===== src/design/mocp_pkg.sv =====
// Package for the market order CSV line parser.
// Holds the result record type, the status codes, character codes and
// saturation limits; no dependencies.
`default_nettype none

package mocp_pkg;

  // Result status codes
  typedef enum logic [1:0] {
    ST_RECORD    = 2'd0,
    ST_NO_HEADER = 2'd1,
    ST_MALFORMED = 2'd2
  } status_t;

  // Per-field parse phase, one-hot
  typedef enum logic [2:0] {
    PH_START  = 3'b001,
    PH_DIGITS = 3'b010,
    PH_STOP   = 3'b100
  } phase_t;

  // Field positions within a line
  localparam logic [2:0] FLD_TIME   = 3'd0;
  localparam logic [2:0] FLD_ACTION = 3'd1;
  localparam logic [2:0] FLD_SIDE   = 3'd2;
  localparam logic [2:0] FLD_PRICE  = 3'd3;
  localparam logic [2:0] FLD_QTY    = 3'd4;
  localparam logic [2:0] FLD_ORDER  = 3'd5;

  // Character codes
  localparam logic [7:0] CH_NL    = 8'h0A;
  localparam logic [7:0] CH_TAB   = 8'h09;
  localparam logic [7:0] CH_VT    = 8'h0B;
  localparam logic [7:0] CH_FF    = 8'h0C;
  localparam logic [7:0] CH_CR    = 8'h0D;
  localparam logic [7:0] CH_SPACE = 8'h20;
  localparam logic [7:0] CH_PLUS  = 8'h2B;
  localparam logic [7:0] CH_COMMA = 8'h2C;
  localparam logic [7:0] CH_MINUS = 8'h2D;
  localparam logic [7:0] CH_ZERO  = 8'h30;
  localparam logic [7:0] CH_NINE  = 8'h39;
  localparam logic [7:0] CH_B     = 8'h42;

  // Header line count after reset
  localparam logic [1:0] HDR_LINES_RST = 2'd2;

  // Saturation limits, with limit/10 and limit%10 for the overflow test
  localparam logic [63:0] LIM_PRICE_POS = 64'h0000_0000_7FFF_FFFF;
  localparam logic [63:0] LIM_PRICE_NEG = 64'h0000_0000_8000_0000;
  localparam logic [63:0] LIM_QTY       = 64'h0000_0000_FFFF_FFFF;
  localparam logic [63:0] LIM_U64       = 64'hFFFF_FFFF_FFFF_FFFF;

  localparam logic [63:0] Q_PRICE_POS = LIM_PRICE_POS / 64'd10;
  localparam logic [63:0] Q_PRICE_NEG = LIM_PRICE_NEG / 64'd10;
  localparam logic [63:0] Q_QTY       = LIM_QTY / 64'd10;
  localparam logic [63:0] Q_U64       = LIM_U64 / 64'd10;

  localparam logic [3:0] R_PRICE_POS = 4'(LIM_PRICE_POS % 64'd10);
  localparam logic [3:0] R_PRICE_NEG = 4'(LIM_PRICE_NEG % 64'd10);
  localparam logic [3:0] R_QTY       = 4'(LIM_QTY % 64'd10);
  localparam logic [3:0] R_U64       = 4'(LIM_U64 % 64'd10);

  // Output queue sizing
  localparam int OUT_DEPTH = 3;
  localparam int OUT_IDX_W = $clog2(OUT_DEPTH);
  localparam int OUT_CNT_W = $clog2(OUT_DEPTH + 1);

  // One result beat
  typedef struct packed {
    logic [63:0]        event_time;
    logic [7:0]         action_code;
    logic               is_bid;
    logic signed [31:0] price_value;
    logic [31:0]        quantity;
    logic [63:0]        order_ident;
    status_t            status;
    logic               overflowed;
  } rec_t;

endpackage

`default_nettype wire


===== src/design/mocp_field_core.sv =====
// Input stage register plus the per-byte field parser and line state.
// Depends on mocp_pkg; feeds a result beat per finished non-empty line.
`default_nettype none

module mocp_field_core
  import mocp_pkg::*;
(
  input  wire logic       clk,
  input  wire logic       rst_n,
  input  wire logic [1:0] header_lines,
  input  wire logic       in_take,
  input  wire logic [7:0] in_byte,
  input  wire logic       in_eoi,
  output logic            stage_vld,
  output logic            res_vld,
  output rec_t            res
);

  // Input stage
  logic       stage_vld_r;
  logic [7:0] stage_byte_r;
  logic       stage_eoi_r;

  // Parse state
  logic [1:0]  header_seen_r, header_seen_nxt;
  logic [2:0]  field_r, field_nxt;
  phase_t      phase_r, phase_nxt;
  logic [63:0] acc_r, acc_nxt;
  logic        neg_r, neg_nxt;
  logic [63:0] time_hold_r, time_hold_nxt;
  logic [7:0]  action_hold_r, action_hold_nxt;
  logic        bid_hold_r, bid_hold_nxt;
  logic [31:0] price_hold_r, price_hold_nxt;
  logic [31:0] qty_hold_r, qty_hold_nxt;
  logic        nonempty_r, nonempty_nxt;
  logic        ovf_r, ovf_nxt;

  // Decode helpers
  logic        hdr_pending;
  logic        is_nl, is_comma, is_ws, is_digit, is_sign;
  logic [3:0]  dig;
  logic [63:0] lim, lim_q;
  logic [3:0]  lim_r;
  logic        too_big;
  logic [63:0] acc_mul;
  logic [63:0] step_acc;
  logic        step_ovf;
  phase_t      step_phase;
  rec_t        line_rec;

  assign stage_vld = stage_vld_r;

  // Stage register: payload needs no reset
  always_ff @(posedge clk) begin
    if (!rst_n) begin
      stage_vld_r <= 1'b0;
    end else begin
      stage_vld_r <= in_take;
    end
    if (in_take) begin
      stage_byte_r <= in_byte;
      stage_eoi_r  <= in_eoi;
    end
  end

  // Character classes
  always_comb begin
    hdr_pending = header_seen_r < header_lines;
    is_nl       = stage_byte_r == CH_NL;
    is_comma    = stage_byte_r == CH_COMMA;
    is_ws       = (stage_byte_r == CH_SPACE) || (stage_byte_r == CH_TAB) ||
                  (stage_byte_r == CH_CR) || (stage_byte_r == CH_VT) ||
                  (stage_byte_r == CH_FF);
    is_digit    = (stage_byte_r >= CH_ZERO) && (stage_byte_r <= CH_NINE);
    is_sign     = (field_r == FLD_PRICE) &&
                  ((stage_byte_r == CH_MINUS) || (stage_byte_r == CH_PLUS));
    dig         = 4'(stage_byte_r - CH_ZERO);
  end

  // Limit for the current field
  always_comb begin
    if (field_r == FLD_PRICE && neg_r) begin
      lim = LIM_PRICE_NEG; lim_q = Q_PRICE_NEG; lim_r = R_PRICE_NEG;
    end else if (field_r == FLD_PRICE) begin
      lim = LIM_PRICE_POS; lim_q = Q_PRICE_POS; lim_r = R_PRICE_POS;
    end else if (field_r == FLD_QTY) begin
      lim = LIM_QTY; lim_q = Q_QTY; lim_r = R_QTY;
    end else begin
      lim = LIM_U64; lim_q = Q_U64; lim_r = R_U64;
    end
  end

  // One decimal digit step: acc*10+d > lim exactly when acc > (lim-d)/10
  always_comb begin
    too_big = (acc_r > lim_q) || ((acc_r == lim_q) && (dig > lim_r));
    acc_mul = (acc_r << 3) + (acc_r << 1) + {60'd0, dig};
    step_acc   = acc_r;
    step_ovf   = ovf_r;
    step_phase = PH_DIGITS;
    if (!is_digit) begin
      step_phase = PH_STOP;
    end else if (too_big) begin
      step_acc = lim;
      step_ovf = 1'b1;
    end else begin
      step_acc = acc_mul;
    end
  end

  // Record for a finished non-empty line
  always_comb begin
    line_rec = '0;
    if (field_r == FLD_ORDER) begin
      line_rec.event_time  = time_hold_r;
      line_rec.action_code = action_hold_r;
      line_rec.is_bid      = bid_hold_r;
      line_rec.price_value = price_hold_r;
      line_rec.quantity    = qty_hold_r;
      line_rec.order_ident = acc_r;
      line_rec.status      = ST_RECORD;
      line_rec.overflowed  = ovf_r;
    end else begin
      line_rec.status = ST_MALFORMED;
    end
  end

  // Next state and result
  always_comb begin
    header_seen_nxt = header_seen_r;
    field_nxt       = field_r;
    phase_nxt       = phase_r;
    acc_nxt         = acc_r;
    neg_nxt         = neg_r;
    time_hold_nxt   = time_hold_r;
    action_hold_nxt = action_hold_r;
    bid_hold_nxt    = bid_hold_r;
    price_hold_nxt  = price_hold_r;
    qty_hold_nxt    = qty_hold_r;
    nonempty_nxt    = nonempty_r;
    ovf_nxt         = ovf_r;
    res_vld         = 1'b0;
    res             = '0;

    if (stage_vld_r) begin
      priority if (stage_eoi_r) begin
        // end of input: report missing header or flush, then full clear
        if (hdr_pending) begin
          res_vld    = 1'b1;
          res.status = ST_NO_HEADER;
        end else if (nonempty_r) begin
          res_vld = 1'b1;
          res     = line_rec;
        end
        header_seen_nxt = 2'd0;
      end else if (hdr_pending) begin
        if (is_nl) begin
          header_seen_nxt = header_seen_r + 2'd1;
        end
      end else if (is_nl) begin
        if (nonempty_r) begin
          res_vld = 1'b1;
          res     = line_rec;
        end
      end else begin
        nonempty_nxt = 1'b1;
        if (is_comma && field_r < FLD_ORDER) begin
          // close the field
          if (field_r == FLD_TIME) begin
            time_hold_nxt = acc_r;
          end else if (field_r == FLD_PRICE) begin
            price_hold_nxt = neg_r ? 32'(32'd0 - acc_r[31:0]) : acc_r[31:0];
          end else if (field_r == FLD_QTY) begin
            qty_hold_nxt = acc_r[31:0];
          end
          field_nxt = field_r + 3'd1;
          phase_nxt = PH_START;
          acc_nxt   = 64'd0;
          neg_nxt   = 1'b0;
        end else if (field_r == FLD_ACTION || field_r == FLD_SIDE) begin
          // character fields take their first byte only
          if (phase_r == PH_START) begin
            if (field_r == FLD_ACTION) begin
              action_hold_nxt = stage_byte_r;
            end else begin
              bid_hold_nxt = stage_byte_r == CH_B;
            end
            phase_nxt = PH_STOP;
          end
        end else begin
          // decimal field
          unique case (phase_r)
            PH_START: begin
              if (!is_ws) begin
                if (is_sign) begin
                  phase_nxt = PH_DIGITS;
                  neg_nxt   = stage_byte_r == CH_MINUS;
                end else begin
                  phase_nxt = step_phase;
                  acc_nxt   = step_acc;
                  ovf_nxt   = step_ovf;
                end
              end
            end
            PH_DIGITS: begin
              phase_nxt = step_phase;
              acc_nxt   = step_acc;
              ovf_nxt   = step_ovf;
            end
            PH_STOP: begin
            end
            default: begin
            end
          endcase
        end
      end

      // line end or input end clears the line
      if (stage_eoi_r || (!hdr_pending && is_nl)) begin
        field_nxt       = FLD_TIME;
        phase_nxt       = PH_START;
        acc_nxt         = 64'd0;
        neg_nxt         = 1'b0;
        time_hold_nxt   = 64'd0;
        action_hold_nxt = 8'd0;
        bid_hold_nxt    = 1'b0;
        price_hold_nxt  = 32'd0;
        qty_hold_nxt    = 32'd0;
        nonempty_nxt    = 1'b0;
        ovf_nxt         = 1'b0;
      end
    end
  end

  // State registers
  always_ff @(posedge clk) begin
    if (!rst_n) begin
      header_seen_r <= 2'd0;
      field_r       <= FLD_TIME;
      phase_r       <= PH_START;
      acc_r         <= 64'd0;
      neg_r         <= 1'b0;
      time_hold_r   <= 64'd0;
      action_hold_r <= 8'd0;
      bid_hold_r    <= 1'b0;
      price_hold_r  <= 32'd0;
      qty_hold_r    <= 32'd0;
      nonempty_r    <= 1'b0;
      ovf_r         <= 1'b0;
    end else begin
      header_seen_r <= header_seen_nxt;
      field_r       <= field_nxt;
      phase_r       <= phase_nxt;
      acc_r         <= acc_nxt;
      neg_r         <= neg_nxt;
      time_hold_r   <= time_hold_nxt;
      action_hold_r <= action_hold_nxt;
      bid_hold_r    <= bid_hold_nxt;
      price_hold_r  <= price_hold_nxt;
      qty_hold_r    <= qty_hold_nxt;
      nonempty_r    <= nonempty_nxt;
      ovf_r         <= ovf_nxt;
    end
  end

  // Checks
  a_field_range: assert property (@(posedge clk) disable iff (!rst_n)
    field_r <= FLD_ORDER)
    else $error("field index past last field");

  a_res_from_stage: assert property (@(posedge clk) disable iff (!rst_n)
    res_vld |-> stage_vld_r)
    else $error("result without a staged beat");

  a_eoi_clears: assert property (@(posedge clk) disable iff (!rst_n)
    (stage_vld_r && stage_eoi_r) |=>
      (header_seen_r == 2'd0 && field_r == FLD_TIME && !nonempty_r && !ovf_r))
    else $error("end of input left parse state behind");

  a_error_zero: assert property (@(posedge clk) disable iff (!rst_n)
    (res_vld && res.status != ST_RECORD) |->
      (res.event_time == 64'd0 && res.order_ident == 64'd0 && !res.overflowed))
    else $error("error result carries payload");

endmodule

`default_nettype wire


===== src/design/mocp_out_fifo.sv =====
// Small result queue between the parser and the output channel.
// Depends on mocp_pkg for the record type and depth.
`default_nettype none

module mocp_out_fifo
  import mocp_pkg::*;
(
  input  wire logic                 clk,
  input  wire logic                 rst_n,
  input  wire logic                 push,
  input  wire rec_t                 push_data,
  input  wire logic                 pop,
  output logic                      head_vld,
  output rec_t                      head_data,
  output logic [OUT_CNT_W-1:0]      count
);

  rec_t                 slot_r [OUT_DEPTH];
  logic [OUT_IDX_W-1:0] wr_ptr_r, rd_ptr_r;
  logic [OUT_CNT_W-1:0] count_r;

  function automatic logic [OUT_IDX_W-1:0] ptr_inc(input logic [OUT_IDX_W-1:0] p);
    logic [OUT_IDX_W-1:0] n;
    n = (p == OUT_IDX_W'(OUT_DEPTH - 1)) ? '0 : p + OUT_IDX_W'(1);
    return n;
  endfunction

  // Slot write
  always_ff @(posedge clk) begin
    if (push) begin
      slot_r[wr_ptr_r] <= push_data;
    end
  end

  // Pointers and fill count
  always_ff @(posedge clk) begin
    if (!rst_n) begin
      wr_ptr_r <= '0;
      rd_ptr_r <= '0;
      count_r  <= '0;
    end else begin
      if (push) begin
        wr_ptr_r <= ptr_inc(wr_ptr_r);
      end
      if (pop) begin
        rd_ptr_r <= ptr_inc(rd_ptr_r);
      end
      if (push && !pop) begin
        count_r <= count_r + OUT_CNT_W'(1);
      end else if (pop && !push) begin
        count_r <= count_r - OUT_CNT_W'(1);
      end
    end
  end

  assign head_vld  = count_r != '0;
  assign head_data = slot_r[rd_ptr_r];
  assign count     = count_r;

  // Checks
  a_no_overrun: assert property (@(posedge clk) disable iff (!rst_n)
    (push && !pop) |-> (count_r < OUT_CNT_W'(OUT_DEPTH)))
    else $error("push into full queue");

  a_no_underrun: assert property (@(posedge clk) disable iff (!rst_n)
    pop |-> (count_r != '0))
    else $error("pop from empty queue");

  a_empty_ptrs: assert property (@(posedge clk) disable iff (!rst_n)
    (count_r == '0) |-> (wr_ptr_r == rd_ptr_r))
    else $error("empty queue with pointers apart");

endmodule

`default_nettype wire


===== src/design/market_order_csv_line_parser.sv =====
// Top level of the market order CSV line parser: header line register,
// parser core and result queue. Depends on mocp_pkg, mocp_field_core, mocp_out_fifo.
//
//  channel | direction | handshake           | beat
//  in_     | input     | in_valid/in_ready   | one text byte or end-of-input mark
//  out_    | output    | out_valid/out_ready | one order record or status report
//  cfg_    | input     | cfg_we              | header line count, 2 bits
//
// One byte per cycle sustained while the queue has room; a byte is registered in the input
// stage and its record (if any) is then pushed into the result queue, whose head drives out_.
// in_ready depends only on registers: the three-entry result queue plus the input
// stage must have room, so out_ready held low stalls the input.
// Synchronous active-low reset clears parse state, queue and sets header count to 2.
`default_nettype none

module market_order_csv_line_parser
  import mocp_pkg::*;
(
  input  wire logic               clk,
  input  wire logic               rst_n,
  // input channel
  input  wire logic               in_valid,
  output logic                    in_ready,
  input  wire logic [7:0]         in_byte,
  input  wire logic               in_end_of_input,
  // result channel
  output logic                    out_valid,
  input  wire logic               out_ready,
  output logic [63:0]             out_event_time,
  output logic [7:0]              out_action_code,
  output logic                    out_is_bid,
  output logic signed [31:0]      out_price_value,
  output logic [31:0]             out_quantity,
  output logic [63:0]             out_order_ident,
  output logic [1:0]              out_status,
  output logic                    out_overflowed,
  // configuration
  input  wire logic               cfg_we,
  input  wire logic [1:0]         cfg_wdata
);

  localparam int SUM_W = OUT_CNT_W + 1;

  logic [1:0]           header_lines_r;
  logic                 in_take;
  logic                 stage_vld;
  logic                 res_vld;
  rec_t                 res;
  rec_t                 head;
  logic [OUT_CNT_W-1:0] q_count;

  // Header line count register
  always_ff @(posedge clk) begin
    if (!rst_n) begin
      header_lines_r <= HDR_LINES_RST;
    end else if (cfg_we) begin
      header_lines_r <= cfg_wdata;
    end
  end

  // Room for the new byte's result after everything already in flight
  assign in_ready = ({1'b0, q_count} + SUM_W'(stage_vld)) < SUM_W'(OUT_DEPTH);
  assign in_take  = in_valid && in_ready;

  mocp_field_core u_core (
    .clk          (clk),
    .rst_n        (rst_n),
    .header_lines (header_lines_r),
    .in_take      (in_take),
    .in_byte      (in_byte),
    .in_eoi       (in_end_of_input),
    .stage_vld    (stage_vld),
    .res_vld      (res_vld),
    .res          (res)
  );

  mocp_out_fifo u_out_q (
    .clk       (clk),
    .rst_n     (rst_n),
    .push      (res_vld),
    .push_data (res),
    .pop       (out_valid && out_ready),
    .head_vld  (out_valid),
    .head_data (head),
    .count     (q_count)
  );

  // Result fields
  assign out_event_time  = head.event_time;
  assign out_action_code = head.action_code;
  assign out_is_bid      = head.is_bid;
  assign out_price_value = head.price_value;
  assign out_quantity    = head.quantity;
  assign out_order_ident = head.order_ident;
  assign out_status      = head.status;
  assign out_overflowed  = head.overflowed;

endmodule

`default_nettype wire

===== config.mk =====
export PLATFORM = sky130hd
export DESIGN_NAME = market_order_csv_line_parser
export DESIGN_NICKNAME = d
export VERILOG_FILES = /design/src/design/mocp_pkg.sv /design/src/design/mocp_field_core.sv /design/src/design/mocp_out_fifo.sv /design/src/design/market_order_csv_line_parser.sv
export SDC_FILE = /design/constraint.sdc
export NUM_CORES = 2
export LEC_CHECK = 0
export CORE_ASPECT_RATIO = 0.6
export CORE_UTILIZATION = 60
export DETAILED_ROUTE_END_ITERATION = 8
export DONT_BUFFER_PORTS = 1
export HOLD_SLACK_MARGIN = 0.06
export PLACE_DENSITY = 0.79
export SYNTH_ARGS = -nofsm -noshare
export SYNTH_HDL_FRONTEND = slang
export SYNTH_HIERARCHICAL = 1
export SYNTH_SLANG_ARGS = --single-unit

===== constraint.sdc =====
create_clock -name clk -period 23.7 [get_ports clk]
set_input_delay 4.74 -clock clk [delete_from_list [all_inputs] [get_ports clk]]
set_output_delay 4.74 -clock clk [all_outputs]
set_load 0.03 [all_outputs]

After elaboration in Yosys (flattened, before gate mapping)
Memory sizes are Yosys's and may differ from the RTL's. A register that Yosys moved wholly into a read port is not among the register bits.
Cells that the tools add are included.
W data, S select, Z words.
{"block": "totals", "ff_bits": 230, "mem_bits_rw": 612, "inputBits": 16, "out_inout_bits": 206, "elab_cells": 248, "n_memories": 1}
{"name": "u_out_q.slot_r", "depth": 3, "width": 204, "rd": 1, "rd_ports_with_merged_regs": 1, "wr": 1, "line": "mocp_out_fifo.sv:18", "rtl": "rec_t slot_r [OUT_DEPTH];"}
{"block": "op_classes", "add_sub_neg": 11, "magnitude_cmp": 7, "eq_ne": 36, "mux": 125, "n_reduce_logical": 49}
{"op": "$mux W64", "n": 21}
{"op": "$mux W204", "n": 5}
{"op": "$mux W32", "n": 16}
{"op": "$mux W201", "n": 2}
{"op": "$pmux W64 S2", "n": 1}
{"op": "$add A64 B4 Y64", "n": 1}
{"op": "$add A64 B64 Y64", "n": 1}
{"op": "$eq A64 B64 Y1", "n": 1}
{"op": "$gt A64 B64 Y1", "n": 1}
{"op": "$mux W8", "n": 8}
{"op": "$mux W61", "n": 1}
{"op": "$mux W3", "n": 15}
{"op": "$mux W1", "n": 41}
{"op": "$eq A8 B4 Y1 const B", "n": 5}
{"op": "$reduce_and A8 Y1", "n": 5}
{"op": "$eq A8 B6 Y1 const B", "n": 4}
{"op": "$sub A1 B32 Y32 const A", "n": 1}
{"op": "$mux W2", "n": 12}
{"op": "$reduce_bool A2 Y1", "n": 11}
{"op": "$ne A2 B2 Y1 const B", "n": 8}
{"op": "$reduce_and A7 Y1", "n": 2}
{"op": "$logic_and A1 B1 Y1", "n": 10}
{"op": "$eq A3 B2 Y1 const B", "n": 3}
{"op": "$ne A3 B3 Y1 const B", "n": 3}
{"op": "other kinds (32)", "n": 50}

Longest topological paths before layout
{"block": "depth", "depth_word": 18, "mapped_depth": 19, "mapped_depth_nobuf": 16}

Hierarchy
Netlist, hierarchy kept.
{"module": "mocp_out_fifo", "instances": 1, "cells_per_inst": 1324, "area_per_inst_um2": 22990.8, "seq_area_each_um2": 18537.8}
{"module": "mocp_field_core", "instances": 1, "cells_per_inst": 2040, "area_per_inst_um2": 15518.6, "seq_area_each_um2": 4534.3}
{"module": "market_order_csv_line_parser", "instances": 1, "cells_per_inst": 11, "area_per_inst_um2": 116.4, "seq_area_each_um2": 40.0}

Worst setup path before layout
OpenSTA, ideal clock, no wires.
{"block": "synth_path", "path_kind": "register -> register", "from": "register u_core.stage_byte_r[4]", "to": "register u_out_q.wr_ptr_r[0]", "setup_ns": 0.126, "arrival_ns": 17.770, "required_ns": 23.574, "path_slack_ns": 5.805, "stages_incl_launch_ff": 10, "path_buffers": 2, "synth_period_minus_slack_ns": 17.895, "path_cell_list": "edfxtp_1 nand2b_1 nor4_1 and3_1 a21oi_1 clkbuf_1 buf_1 nor2_1 nor3b_1 o21a_1"}
{"block": "synth_between", "elab_chain_len": 5}
{"element": "start, declared", "line": "mocp_field_core.sv:21", "rtl": "logic [7:0] stage_byte_r;"}
{"element": "start signal, assigned", "line": "mocp_field_core.sv:61", "rtl": "stage_byte_r <= in_byte;"}
{"element": "$eq A8 B4 Y1", "line": "mocp_field_core.sv:69", "rtl": "is_nl = stage_byte_r == CH_NL;"}
{"element": "$mux W1", "line": "mocp_field_core.sv:159", "rtl": "end else if (is_nl) begin"}
{"element": "$mux W1", "line": "mocp_field_core.sv:155", "rtl": "end else if (hdr_pending) begin"}
{"element": "$mux W1", "line": "mocp_field_core.sv:145", "rtl": "priority if (stage_eoi_r) begin"}
{"element": "$mux W1", "line": "mocp_field_core.sv:144", "rtl": "if (stage_vld_r) begin"}
{"element": "via res_vld", "line": "market_order_csv_line_parser.sv:47", "rtl": "logic res_vld;"}
{"element": "end signal, assigned", "line": "mocp_out_fifo.sv:43", "rtl": "wr_ptr_r <= ptr_inc(wr_ptr_r);"}
{"element": "end, declared", "line": "mocp_out_fifo.sv:19", "rtl": "logic [OUT_IDX_W-1:0] wr_ptr_r, rd_ptr_r;"}
The timed path passes the listed nets, and every way through them passes these cells.
A chain may end at the register's enable or synchronous reset.

==> metrics <==
CP max stage cell=buf_4; Crit. End Element=output port; Worst EP arrival=3.43 ns; share of async-settable or async-resettable flops after synthesis=0%; Cell Chain, Critical Path=buf_4 -> buf_4 -> nand2_1 -> o21ai_1; worst r2r src=u_core/field_r[2]; # DRC=0; CTS H-tree lvls=3; PortBufs=0; Yosys warnings=6; CP most frequent cell=buf_4; Final setup violation count=0; gpl congestion=0.957; largest fanout on the critical path=100; clk buf depth=3; dpl cells=4057; Seq/Total Area, Yosys=59.8%; unrepaired setup endpoints after global routing=false; commonest non-fill, non-tap cell in the layout=edfxtp_1; Vias/cell=around 6.3; Cell variety after synth=77; clk slew on worst S/H paths=around 0.070 ns; Leak=15.4 nW; CTS tree=built; initial antenna violation count=3; Peak Freq=approximately 0.12 GHz; critical path's largest stage delay=0.79 ns; first-pass GRT wire length=150000 um; Initial Utilization=around three fifths; WHS Endpoint=u_core/qty_hold_r[5]; GR Util All Layers=30.2%; GR Overflow Total=0; R2R depth=16; P&R area growth vs syn=7.80%; CP Launch Type=flip-flop; vias in the first global route=roughly 25000; Avg WL per Cell=23.5 um; hold path depth=2; Crit Reg-Reg Endpoint=u_core/acc_r[61]; Inserted Clock Buffers=75; status=completed; clk_lat worst skew=0.65 ns; Final #Nets=3473; first-iteration detailed-routing DRC count=3339; Rel. slew slack=18.7%; Synth Instances=3375; Final ANT Viol Nets=0; layout cell share with drive strength beyond 1=5.90%; FP Rows=71; DRT Pass-1 Iters=6; fin cells=4199; total negative slack=0 ns; PostCTS Resize Cnt=0; PwrDens=78.7 mW/mm^2; WP buf/inv=2; Min Clock Period, post-route=between 8 and 9 ns; CP Data Required Time=18.96 ns; Final HPWL DP=roughly 64000 um; Syn Nets=3553; Post-Syn Area=roughly 0.039 mm^2; core area=0.0632 mm^2; fin crit share=around 34%; cell family with most CP delay=buffers and inverters; synthesized flop and latch total=844; Worst R2R Setup Slack=17.55 ns; Setup CP Type=flip-flop to output port; VDD IR max=0.0000789 V; Ports=222; worst-margin pin slew=1.22 ns; Max-cap violations=0; Setup Skew=approximately 0.022 ns; syn_area_per_cell=between 10 and 15 um^2; largest net degree at the start of global routing=125; Post-synth EDFFs=621; TritonCTS Sinks=844; post-CTS setup buffer count=0; Final Hold Vio Count=0; clk root buf=clkbuf_16; Die Ht=199 um; DRT Wirelength=just under 100000 um; Hold-fix buffers, CTS=0; most frequent cells in the layout=edfxtp_1, nand2_1, a21oi_1; Hold Startpoint=u_core/qty_hold_r[5]; Primary FF master, synth=edfxtp_1; Slew Limit Fails=0; hold crit path type=flip-flop to flip-flop; via count=26300; Die Span X=approximately 330 um; Fillers=4594; full die area=0.0654 mm^2
## flip-flops by register name, summed over array words and instances (netlist names), 3 cells and up, named ones only
name	flops
u_core/acc_r	64
u_core/action_hold_r	8
u_core/field_r	3
u_core/phase_r	3
u_core/price_hold_r	32
u_core/qty_hold_r	32
u_core/stage_byte_r	8
u_core/time_hold_r	64
u_out_q/slot_r	612
## worst max path at each step
stage | endpoint | slack [ns] | cells after the start | startpoint
final | out_event_time[24] | 15.53 | 4 | flip-flop
after global routing | out_event_time[46] | 15.28 | 3 | flip-flop
after CTS | out_event_time[45] | 15.51 | 3 | flip-flop
after detailed placement | out_event_time[45] | 16.20 | 3 | flip-flop
after global placement | out_event_time[46] | 16.28 | 3 | flip-flop
after floorplan | u_out_q/wr_ptr_r[0] | 5.80 | 9 | u_core/stage_byte_r[4]
## cell usage after synthesis, types with 9 or more instances
cell type	number	share of area (%)
ha_1	160	5.2
o21bai_1	15	0.29
buf_6	9	0.26
buf_8	11	0.43
a31oi_1	16	0.26
mux2i_1	207	5.4
o21ai_0	132	1.7
nand2b_1	11	0.18
inv_1	35	0.34
nand2_1	431	4.2
nand3_1	115	1.5
xor2_1	26	0.59
a21oi_1	228	3.0
or3_1	16	0.26
buf_2	21	0.27
nand4_1	17	0.28
o21a_1	14	0.27
nor2_1	191	1.9
dfxtp_1	223	12
o31ai_1	16	0.31
xnor2_1	64	1.5
a21o_1	41	0.80
nor3_1	28	0.36
a22oi_1	35	0.68
and3_1	12	0.19
nor4_1	11	0.18
clkbuf_1	155	1.5
o21ai_1	162	2.1
nor2b_1	14	0.23
edfxtp_1	621	48
and2_1	209	3.4
## cell type report
class / count / area, um^2 / share of cell area (%)
inverters: 36 / 140 / 0.337
clock inverters: 38 / 388 / 0.932
diodes: 2 / 5.00 / 0.0120
flip-flops and latches: 844 / 23100 / 55.5
clock buffers: 102 / 2070 / 4.97
well taps: 839 / 1050 / 2.52
multi-input cells: 2288 / 14500 / 34.7
repair buffers: 50 / 400 / 0.962
## where the power goes
| group | switching [mW] | internal (mW) | leakage [nW] |
|---|---|---|---|
| Combinational | 0.333 | 0.107 | 6.04 |
| Sequential | 0.0262 | 1.60 | 8.19 |
| Clock | 0.549 | 0.667 | 1.17 |
| Total | 0.909 | 2.37 | 15.4 |
## tightest hold or removal path: stages (launching register included)
cell and delay [ns]:
dfxtp_1 0.31, nand2_1 0.05, a21oi_1 0.05
## cell families after synthesis
| group | after synthesis | share of synthesized area, % |
|---|---|---|
| simple gates | 1094 | 13.4 |
| flops | 844 | 59.8 |
| compound gates | 732 | 11.0 |
| buf+inv | 243 | 2.98 |
| mux | 207 | 5.36 |
| fa+ha+maj | 165 | 5.36 |
| xor+xnor | 90 | 2.04 |
## through the flow
stage | power, mW | instance area (um^2) | utilization, % | worst slack [ns] | hold slack (ns)
floorplan | 2.04 | 38600 | - | 5.80 | 0.427
global placement | 2.09 | 39200 | 62.0 | 16.28 | 0.434
detailed placement | 2.10 | 39200 | 62.0 | 16.20 | 0.440
CTS | 3.29 | 41600 | 65.9 | 15.51 | 0.448
global route | 3.37 | 41600 | 65.9 | 15.28 | 0.462
finish | 3.28 | 41600 | 65.9 | 15.53 | 0.448
## metal layers
layer | routed length [um] | global-route usage (%) | vias up
met5 | 13 | 0 | -
met4 | 1810 | 6.72 | 2
met3 | 9970 | 5.82 | 135
met2 | 41600 | 42.8 | 1283
met1 | 45300 | 47.6 | 12800
li1 | - | - | 12100
No activity file was read; power rests on OpenSTA's default activity.
